File: src/design/pwsbr_pkg.sv
`default_nettype none

package pwsbr_pkg;

  localparam int unsigned DATA_BITS  = 8;
  localparam int unsigned TIME_W     = 16;
  localparam int unsigned LIMIT_W    = 13;
  localparam int unsigned SHIFT_W    = 4;
  localparam int unsigned BYTE_W     = 8;
  localparam int unsigned COUNT_W    = 4;
  localparam int unsigned CFG_IDX_W  = 2;

  localparam logic [LIMIT_W-1:0] LIMIT_RST = LIMIT_W'(21);
  localparam logic [SHIFT_W-1:0] SHIFT_RST = SHIFT_W'(3);
  localparam logic [COUNT_W-1:0] LAST_BIT  = COUNT_W'(DATA_BITS - 1);

  typedef enum logic [CFG_IDX_W-1:0] {
    REG_SHORT_LIMIT = 2'd0,
    REG_TICK_SHIFT  = 2'd1
  } cfg_reg_t;

  typedef enum logic [1:0] {
    PH_IDLE = 2'd0,
    PH_DATA = 2'd1,
    PH_STOP = 2'd2,
    PH_RSVD = 2'd3
  } phase_t;

  typedef struct packed {
    logic              arm_rising_next;
    logic              bit_valid;
    logic              decoded_bit;
    logic              byte_done;
    logic [BYTE_W-1:0] byte_value;
  } result_t;

endpackage

`default_nettype wire

File: src/design/pwsbr_bit_dec.sv
`default_nettype none

module pwsbr_bit_dec (
  input  wire logic [pwsbr_pkg::TIME_W-1:0]  capture_time,
  input  wire logic [pwsbr_pkg::TIME_W-1:0]  last_edge_time,
  input  wire logic [pwsbr_pkg::LIMIT_W-1:0] short_pulse_limit,
  input  wire logic [pwsbr_pkg::SHIFT_W-1:0] tick_shift,
  output logic                               bit_one
);

  logic [pwsbr_pkg::TIME_W-1:0] width;
  logic [pwsbr_pkg::TIME_W-1:0] scaled;

  always_comb begin
    width   = capture_time - last_edge_time;
    scaled  = width >> tick_shift;
    bit_one = scaled < {{(pwsbr_pkg::TIME_W - pwsbr_pkg::LIMIT_W){1'b0}}, short_pulse_limit};
  end

endmodule

`default_nettype wire

File: src/design/pwsbr_frame.sv
`default_nettype none

module pwsbr_frame (
  input  wire logic                             clk,
  input  wire logic                             rst_n,
  input  wire logic                             accept,
  input  wire logic [pwsbr_pkg::TIME_W-1:0]     capture_time,
  input  wire logic                             bit_one,
  output logic      [pwsbr_pkg::TIME_W-1:0]     last_edge_time,
  output pwsbr_pkg::result_t                    result
);

  logic                              awaiting_r, awaiting_nxt;
  logic [pwsbr_pkg::TIME_W-1:0]      last_r, last_nxt;
  pwsbr_pkg::phase_t                 phase_r, phase_nxt;
  logic [pwsbr_pkg::COUNT_W-1:0]     count_r, count_nxt;
  logic [pwsbr_pkg::BYTE_W-1:0]      shreg_r, shreg_nxt;
  logic                              done;

  assign last_edge_time = last_r;

  always_comb begin
    phase_nxt = phase_r;
    if (awaiting_r) begin
      unique case (phase_r)
        pwsbr_pkg::PH_DATA: begin
          if (count_r == pwsbr_pkg::LAST_BIT) phase_nxt = pwsbr_pkg::PH_STOP;
        end
        pwsbr_pkg::PH_STOP: phase_nxt = pwsbr_pkg::PH_IDLE;
        default: begin
          phase_nxt = bit_one ? pwsbr_pkg::PH_IDLE : pwsbr_pkg::PH_DATA;
        end
      endcase
    end
  end

  always_comb begin
    awaiting_nxt = ~awaiting_r;
    last_nxt     = awaiting_r ? last_r : capture_time;
    count_nxt    = count_r;
    shreg_nxt    = shreg_r;
    done         = 1'b0;
    if (awaiting_r) begin
      unique case (phase_r)
        pwsbr_pkg::PH_DATA: begin
          if (bit_one && !count_r[pwsbr_pkg::COUNT_W-1])
            shreg_nxt = shreg_r | (pwsbr_pkg::BYTE_W'(1) << count_r[2:0]);
          count_nxt = count_r + 1'b1;
        end
        pwsbr_pkg::PH_STOP: done = bit_one;
        default: begin
          if (!bit_one) begin
            count_nxt = '0;
            shreg_nxt = '0;
          end
        end
      endcase
    end
    result.arm_rising_next = awaiting_nxt;
    result.bit_valid       = awaiting_r;
    result.decoded_bit     = awaiting_r & bit_one;
    result.byte_done       = done;
    result.byte_value      = shreg_nxt;
  end

  always_ff @(posedge clk) begin
    if (!rst_n) begin
      awaiting_r <= 1'b0;
      last_r     <= '0;
      phase_r    <= pwsbr_pkg::PH_IDLE;
      count_r    <= '0;
      shreg_r    <= '0;
    end else if (accept) begin
      awaiting_r <= awaiting_nxt;
      last_r     <= last_nxt;
      phase_r    <= phase_nxt;
      count_r    <= count_nxt;
      shreg_r    <= shreg_nxt;
    end
  end

  a_edge_alternates: assert property (@(posedge clk) disable iff (!rst_n)
    accept |=> awaiting_r != $past(awaiting_r))
    else $error("capture edge did not alternate");

  a_done_needs_one: assert property (@(posedge clk) disable iff (!rst_n)
    result.byte_done |-> (result.bit_valid && result.decoded_bit && phase_r == pwsbr_pkg::PH_STOP))
    else $error("byte_done without a good stop");

  a_last_bit_to_stop: assert property (@(posedge clk) disable iff (!rst_n)
    (accept && awaiting_r && phase_r == pwsbr_pkg::PH_DATA && count_r == pwsbr_pkg::LAST_BIT)
    |=> phase_r == pwsbr_pkg::PH_STOP)
    else $error("data phase did not end after last bit");

  a_falling_holds_bits: assert property (@(posedge clk) disable iff (!rst_n)
    (accept && !awaiting_r) |=> $stable(shreg_r) && $stable(phase_r))
    else $error("falling edge changed frame state");

endmodule

`default_nettype wire

File: src/design/pulse_width_serial_byte_receiver_core.sv
// Channel | Direction | Handshake           | Payload
// in_     | slave     | in_tvalid/in_tready   | tdata[15:0] capture_time
// out_    | master    | out_tvalid/out_tready | tdata bit fields, tuser bit_valid,
//         |           |                       | tlast byte_done
// cfg_    | slave     | cfg_valid/cfg_ready   | cfg_index, cfg_data
//
// One capture per cycle; its result appears in the output register the next cycle.
// Throughput is set by the single output register: in_tready drops only while a
// result is held and out_tready is low.
// Reset (rst_n low, synchronous) arms for a falling edge, idles the frame and
// loads short_pulse_limit 21 and tick_shift 3. cfg_ready is always high.
`default_nettype none

module pulse_width_serial_byte_receiver_core (
  input  wire logic                                clk,
  input  wire logic                                rst_n,
  input  wire logic                                in_tvalid,
  output logic                                     in_tready,
  input  wire logic [15:0]                         in_tdata,   // [15:0] capture_time
  output logic                                     out_tvalid,
  input  wire logic                                out_tready,
  output logic [15:0]                              out_tdata,  // [0] arm_rising_next,
                                                               // [1] decoded_bit,
                                                               // [9:2] byte_value, zero fill
  output logic                                     out_tuser,  // [0] bit_valid
  output logic                                     out_tlast,  // byte_done
  input  wire logic                                cfg_valid,
  output logic                                     cfg_ready,
  input  wire logic [pwsbr_pkg::CFG_IDX_W-1:0]     cfg_index,
  input  wire logic [pwsbr_pkg::LIMIT_W-1:0]       cfg_data
);

  logic [pwsbr_pkg::LIMIT_W-1:0] limit_r;
  logic [pwsbr_pkg::SHIFT_W-1:0] shift_r;
  logic [pwsbr_pkg::TIME_W-1:0]  last_edge_time;
  logic                          bit_one;
  logic                          accept;
  logic                          out_valid_r, out_valid_nxt;
  pwsbr_pkg::result_t            result;
  pwsbr_pkg::result_t            res_r;

  assign cfg_ready = 1'b1;
  assign in_tready = ~out_valid_r | out_tready;
  assign accept    = in_tvalid & in_tready;

  always_ff @(posedge clk) begin
    if (!rst_n) begin
      limit_r <= pwsbr_pkg::LIMIT_RST;
      shift_r <= pwsbr_pkg::SHIFT_RST;
    end else if (cfg_valid) begin
      unique case (cfg_index)
        pwsbr_pkg::REG_SHORT_LIMIT: limit_r <= cfg_data;
        pwsbr_pkg::REG_TICK_SHIFT:  shift_r <= cfg_data[pwsbr_pkg::SHIFT_W-1:0];
        default: ;
      endcase
    end
  end

  pwsbr_bit_dec u_dec (
    .capture_time      (in_tdata),
    .last_edge_time    (last_edge_time),
    .short_pulse_limit (limit_r),
    .tick_shift        (shift_r),
    .bit_one           (bit_one)
  );

  pwsbr_frame u_frame (
    .clk            (clk),
    .rst_n          (rst_n),
    .accept         (accept),
    .capture_time   (in_tdata),
    .bit_one        (bit_one),
    .last_edge_time (last_edge_time),
    .result         (result)
  );

  assign out_valid_nxt = accept | (out_valid_r & ~out_tready);

  always_ff @(posedge clk) begin
    if (!rst_n) out_valid_r <= 1'b0;
    else        out_valid_r <= out_valid_nxt;
  end

  always_ff @(posedge clk) begin
    if (accept) res_r <= result;
  end

  assign out_tvalid = out_valid_r;
  assign out_tdata  = {6'd0, res_r.byte_value, res_r.decoded_bit, res_r.arm_rising_next};
  assign out_tuser  = res_r.bit_valid;
  assign out_tlast  = res_r.byte_done;

endmodule

`default_nettype wire
File: config.mk
export PLATFORM = sky130hd
export DESIGN_NAME = pulse_width_serial_byte_receiver_core
export DESIGN_NICKNAME = d
export VERILOG_FILES = /design/src/design/pwsbr_pkg.sv /design/src/design/pwsbr_bit_dec.sv /design/src/design/pwsbr_frame.sv /design/src/design/pulse_width_serial_byte_receiver_core.sv
export SDC_FILE = /design/constraint.sdc
export NUM_CORES = 1
export LEC_CHECK = 0
export BUFFER_PORTS_ARGS = -buffer_cell sky130_fd_sc_hd__buf_2
export CAP_MARGIN = 10
export CELL_PAD_IN_SITES_DETAIL_PLACEMENT = 1
export CELL_PAD_IN_SITES_GLOBAL_PLACEMENT = 1
export CORE_MARGIN = 2
export CORE_UTILIZATION = 41
export DETAILED_ROUTE_END_ITERATION = 8
export PLACE_DENSITY = 0.81
export SYNTH_ARGS = -nofsm -noshare
export SYNTH_HDL_FRONTEND = slang
export SYNTH_HIERARCHICAL = 1
export SYNTH_SLANG_ARGS = --single-unit
File: constraint.sdc
create_clock -name clk -period 5.5 [get_ports clk]
set_input_delay 1.1 -clock clk [delete_from_list [all_inputs] [get_ports clk]]
set_output_delay 1.1 -clock clk [all_outputs]
set_load 0.1 [all_outputs]
# Word level (Yosys, flattened, before mapping)
# Index checks and enable logic that the tools add are counted.
[classes]
multipliers = 0
n_addsub = 2
n_bitwise = 10
magnitude_cmp = 1
div_mod_pow = 0
mux = 9
shift = 2
eq_ne = 6
n_reduce_logical = 9
[ops]
columns = ["op", "n"]
rows = [
  ["8-bit two-way mux", 3],
  ["16-bit by 13-bit less-than comparator with 1-bit output", 1],
  ["8-bit one-hot mux with 2 select lines", 1],
  ["16-bit by 4-bit right shift with 16-bit output", 1],
  ["16-bit subtractor", 1],
  ["8-bit OR", 1],
  ["4-bit one-hot mux with 2 select lines", 1],
  ["2-bit AND reduction", 4],
  ["1-bit by 3-bit << shifter with 8-bit output, first input constant", 1],
  ["4-bit by 1-bit adder with 4-bit output, second input constant", 1],
  ["2-bit by 1-bit equality test with 1-bit output, second input constant", 2],
  ["4-bit by 3-bit equality test with 1-bit output, second input constant", 1],
  ["4-bit two-way mux", 1],
  ["1-bit inverter", 4],
  ["2-bit one-hot mux with 2 select lines", 1],
  ["4-bit AND reduction", 1],
  ["1-bit AND", 3],
  ["3-bit AND reduction", 1],
  ["2-bit equality test, second input constant", 1],
  ["2-bit logical NOT", 1],
  ["2-bit two-way mux", 1],
  ["2-bit by 1-bit inequality test with 1-bit output, second input constant", 1],
  ["2-bit inequality test, second input constant", 1],
  ["1-bit OR", 2],
  ["3 further kinds", 3],
]
[word_totals]
n_memories = 0
register_bits = 61
elab_cells = 52
latchBits = 0
inputBits = 36
mem_bits_rw = 0
romBits = 0
out_inout_bits = 21

# Longest topological paths before layout
[logic_depth]
depth_word = 7
mapped_depth = 24
mapped_depth_nobuf = 24

# By module
# The synthesis kept the hierarchy.
[by_module_without_submodules]
columns = ["mod", "cells_each", "area_each_um2", "seq_area_each_um2", "instances"]
rows = [
  ["pwsbr_bit_dec", 285, 2021.9, 0.0, 1],
  ["pwsbr_frame", 183, 1619.1, 620.6, 1],
  ["pulse_width_serial_byte_receiver_core", 99, 1173.6, 720.7, 1],
]

# Worst setup path before layout
# No wires, ideal clock.
[synth_timing]
path_type = "in2reg"
startpoint = "in in_tdata[0]"
endpoint = "reg u_frame/count_r[3] in the netlist's numbering"
required_ns = 5.363
setup_ns = 0.137
path_stages = 22
path_buffers = 0
arrival_time_ns = 5.335
slack_ns = 0.027
cell_sequence = "inv_1 ha_1 inv_1 fa_1 a211o_1 nand4_1 a31o_2 a211o_1 o21ai_2 mux4_2 mux2i_1 o22ai_1 ha_1 nor2b_1 a2111oi_0 nand2_1 a311oi_1 nand3_1 a221oi_2 nor2b_1 or3_1 o32ai_1"
[synth_between]
elab_chain_cells = 5
[synth_lines]
columns = ["element", "line", "source"]
rows = [
  ["start: declaration", "pulse_width_serial_byte_receiver_core.sv:19", "input wire logic [15:0] in_tdata,"],
  ["16-bit subtractor", "pwsbr_bit_dec.sv:15", "width = capture_time - last_edge_time;"],
  ["16-bit by 4-bit right shift with 16-bit output", "pwsbr_bit_dec.sv:16", "scaled = width >> tick_shift;"],
  ["16-bit by 13-bit less-than comparator with 1-bit output", "pwsbr_bit_dec.sv:17", "bit_one = scaled < {{(pwsbr_pkg::TIME_W - pwsbr_pkg::LIMIT_W){1'b0}}, short_pulse_limit};"],
  ["net bit_one", "pulse_width_serial_byte_receiver_core.sv:36", "logic bit_one;"],
  ["2-bit inequality test (no source line)", "--", ""],
  ["4-bit AND reduction (no source line)", "--", ""],
  ["end signal: assignment", "pwsbr_frame.sv:77", "count_r <= count_nxt;"],
  ["end: declaration", "pwsbr_frame.sv:16", "logic [pwsbr_pkg::COUNT_W-1:0] count_r, count_nxt;"],
]
# The timed path passes the listed nets, and every way through them passes these cells.
# A chain may end at the register's enable or synchronous reset.

# Final worst setup path
[layout_timing]
startpoint = "in in_tdata[0]"
endpoint = "reg u_frame/shreg_r[3] in the netlist's numbering"
[layout_between]
elab_chain_cells = 7
elab_cells_between_ends = 8
[layout_lines]
columns = ["element", "line", "source"]
rows = [
  ["16-bit subtractor *", "pwsbr_bit_dec.sv:15", ""],
  ["16-bit by 4-bit right shift with 16-bit output *", "pwsbr_bit_dec.sv:16", ""],
  ["16-bit by 13-bit less-than comparator with 1-bit output *", "pwsbr_bit_dec.sv:17", ""],
  ["net bit_one", "pulse_width_serial_byte_receiver_core.sv:36", ""],
  ["1-bit logical AND", "pwsbr_frame.sv:46", "if (bit_one && !count_r[pwsbr_pkg::COUNT_W-1])"],
  ["8-bit two-way mux", "pwsbr_frame.sv:46", ""],
  ["8-bit one-hot mux with 2 select lines *", "pwsbr_frame.sv:44", "unique case (phase_r)"],
  ["8-bit two-way mux *", "pwsbr_frame.sv:43", "if (awaiting_r) begin"],
  ["end signal: assignment", "pwsbr_frame.sv:78", "shreg_r <= shreg_nxt;"],
  ["end: declaration", "pwsbr_frame.sv:17", "logic [pwsbr_pkg::BYTE_W-1:0] shreg_r, shreg_nxt;"],
]
# Mark *: on every way through the listed nets, which the timed path passes. The rest lies on a longest branch.

==> out/qor.txt <==
Global-route wire length before repair -> 21700 um
Fraction of layout cells with a size suffix above 1 -> 0.271
Final slew viol count -> 0
Final critical-path required period -> 5.44 ns
#FFs+latches synth -> 61
Ys flop type -> dfxtp_1
Total GRT Usage -> 0.210
DR vias -> 4471
Post-synth top area cell -> dfxtp_1
EDFF count, synth -> 12
Worst path required time -> 5.79 ns
Most frequent cells in the layout -> 74 x nand2_1, 49 x buf_2, 49 x dfxtp_1, 44 x inv_1, 41 x buf_4
Cell Rows -> 39
Least-Margin Pin Slew -> 0.997 ns
Die Wd -> 112 um
Placed wire-length estimate -> 9540 um
Critical path class -> in2reg
I/O pins -> 57
Yosys top cell area share -> 0.204
Antenna cell count -> 0
Detail-routed net length per standard cell -> 16.9 um
Antenna violations before repair -> 0
Min-Delay Startpoint -> u_frame/last_edge_time[2]
Routability cong. -> 0.903
Unrepaired setup endpoints after global routing -> true
H-tree levels -> 3
Max-slew headroom at the worst pin -> 0.335
Leak -> 0.00239 uW
Maximum clock path buffer count -> 2
Max_cap viols -> 0
Die area -> 0.0126 sq mm
Total area of sequential cells -> 0.00134 sq mm
Worst EP arrival -> 5.73 ns
Multi-input logic area -> 0.00314 sq mm
Die Span Y -> 112 um
I/O Buffers -> 49
Synthesized cell area -> 0.00481 sq mm
Vias in the first global route -> 4597
Outcome -> finished clean
P per Cell Area -> 289 mW/mm^2
Worst Setup SP -> in_tdata[0]
CTS Hold Bufs -> 0
Post-DR vias/cell -> 5.70
Core footprint -> 0.0114 sq mm
Yosys warns -> 6
Drt pass-1 iters -> 4
Fmax -> 0.184 GHz
Cell area after layout -> 0.00573 sq mm
Synth Area per Inst -> 8.49 sq um
Post-synthesis sequential area ratio -> 0.279
Finished Layout Cells -> 784
CTS Buf Count -> 9
GRT Residual Overflow -> 0
Fill cells -> 1383
Total instance count after detailed placement -> 763
Critical path fanouts, max -> 5
CP Capture Type -> flop
Area Overhead vs Synth -> 19.0%
Setup TNS -> 0 ns
CTS Root Cell -> clkbuf_16
Nets@finish -> 709
Top area cells in the synthesized netlist -> dfxtp_1 20%, ha_1 9.4%, edfxtp_1 7.5%
Final Hold Fails -> 0
Syn Inst Count -> 567
Starting Density -> 0.422
Clk sink count -> 61
Tcrit/Tclk final -> 0.990
GRT met3 Usage -> 0.0400
Worst-path clk slew -> 0.06 ns
Commonest non-fill, non-tap cell in the layout -> nand2_1
Final ANT Viol Nets -> 0
Async SR Flop Fraction -> 0
Worst IR drop on VDD -> 0.167 mV
Max Clock Skew -> 0.00717 ns
Area post-placement -> 0.00523 sq mm
Setup violators final -> 0
Post-Route WL -> 13300 um
Busiest grt layer -> met2
Clk_lat worst skew -> 0.34 ns
Remaining routing DRC violations -> 0
Class of the worst hold path -> reg2reg
Crit Reg-Reg Startpoint -> u_frame/last_edge_time[0]
Met2 Track Usage GR -> 0.388
Largest net degree at the start of global routing -> 64
DRT iter0 DRCs -> 165
Netlist cell types -> 96
Startpoint types -> primary input
Met1 Usage GRT -> 0.241
CTS tree -> built
-- logic make-up after synthesis --
logic type	share of synthesized area
simple gates	0.210
buf+inv	0.106
other cells	0.00156
flops	0.279
mux	0.0663
fa+ha+maj	0.0977
compound gates	0.226
xor+xnor	0.0146
-- Yosys cell counts, types with 3 or more instances --
master / number
o21a_1: 4
buf_2: 3
a2111oi_0: 3
a21boi_0: 20
o21ai_2: 3
nor3b_1: 8
a21oi_2: 4
and4b_1: 3
o211ai_1: 7
a211o_1: 3
a211oi_1: 9
buf_6: 4
a21o_1: 7
mux2i_1: 24
nand2_1: 74
nor2_1: 25
clkbuf_8: 5
dfxtp_1: 49
o31ai_1: 3
a21oi_1: 38
clkbuf_1: 9
a31oi_1: 5
xnor2_1: 8
ha_1: 36
o21ai_1: 5
o22ai_1: 3
and3b_1: 3
nand3_1: 11
nor2b_1: 9
nor3_1: 4
o21ai_0: 12
edfxtp_1: 12
clkinv_1: 3
nand3b_1: 5
or3_1: 6
mux2_2: 3
nand2b_1: 5
inv_1: 46
buf_4: 12
-- worst paths after layout --
check,end,slack [ns],depth (start not counted)
worst max-delay path,u_frame/shreg_r[3],0.06,25
worst min-delay path,u_frame/last_edge_time[2],0.46,2
worst max register to register,u_frame/shreg_r[3],0.50,23
worst min register to register,u_frame/last_edge_time[2],0.46,2
-- metal layers --
| layer | share of wire | wire (um) |
|---|---|---|
| met5 | 0 | 0 |
| met1 | 0.42 | 5620 |
| met3 | 0.028 | 368 |
| met4 | 0.017 | 231 |
| met2 | 0.53 | 7060 |
-- sequential cells by signal, summed over array words and instances, names as in the netlist --
name                    flops
out_tvalid                  1
u_frame/count_r             4
u_frame/last_edge_time     16
u_frame/awaiting_r          1
u_frame/phase_r             2
out_tdata                  10
limit_r                    13
shift_r                     4
out_tuser                   1
out_tlast                   1
u_frame/shreg_r             8
-- layout make-up --
cell class | count | share of cell area
flip-flops and latches | 61 | 0.234
inverters | 51 | 0.0338
repair buffers | 93 | 0.103
multi-input cells | 420 | 0.548
well taps | 143 | 0.0312
clock inverters | 7 | 0.0103
clock buffers | 9 | 0.0393
-- per-stage QoR --
stage | total power, uW | hold slack, ns | util | setup slack (ns)
5_1_grt | 1740 | 0.487 | 0.502 | -0.188
3_3_place_gp | 1030 | 0.446 | 0.458 | -0.185
6_report | 1660 | 0.464 | 0.502 | 0.0561
2_1_floorplan | 889 | 0.434 | - | 0.0273
3_5_place_dp | 1050 | 0.451 | 0.458 | -0.528
4_1_cts | 1640 | 0.464 | 0.490 | 0.00709
-- worst max-delay path: stages --
cell and delay, ns:
buf_8 0.10, inv_4 0.05, ha_4 0.11, inv_2 0.03, fa_2 0.33, a211o_1 0.32, nand4_1 0.09, a31o_2 0.22
a211o_1 0.17, o21ai_2 0.07, mux4_2 0.50, mux2i_2 0.21, o21ai_1 0.09, ha_1 0.31, a21o_1 0.16, a21o_1 0.19
a21oi_2 0.17, nand2_1 0.08, a311oi_2 0.21, nand3_1 0.12, a221oi_2 0.28, buf_4 0.18, and4b_2 0.28, a41o_1 0.18
and3b_1 0.16
-- timing repair --
action / CTS / global route
cloned: 1 / 0
endpoints found under the setup margin: 20 / 23
pin swaps: 16 / 26
hold endpoints to repair: 0 / 0
resized for setup: 17 / 29
setup buffers: 3 / 2
-- report_power, final --
group          switching, uW  internal, uW  leakage, uW
sequential              15.1           475     0.000519
combinational            361           263      0.00173
clock                    230           311     0.000138
(Power assumes the default switching activity.)
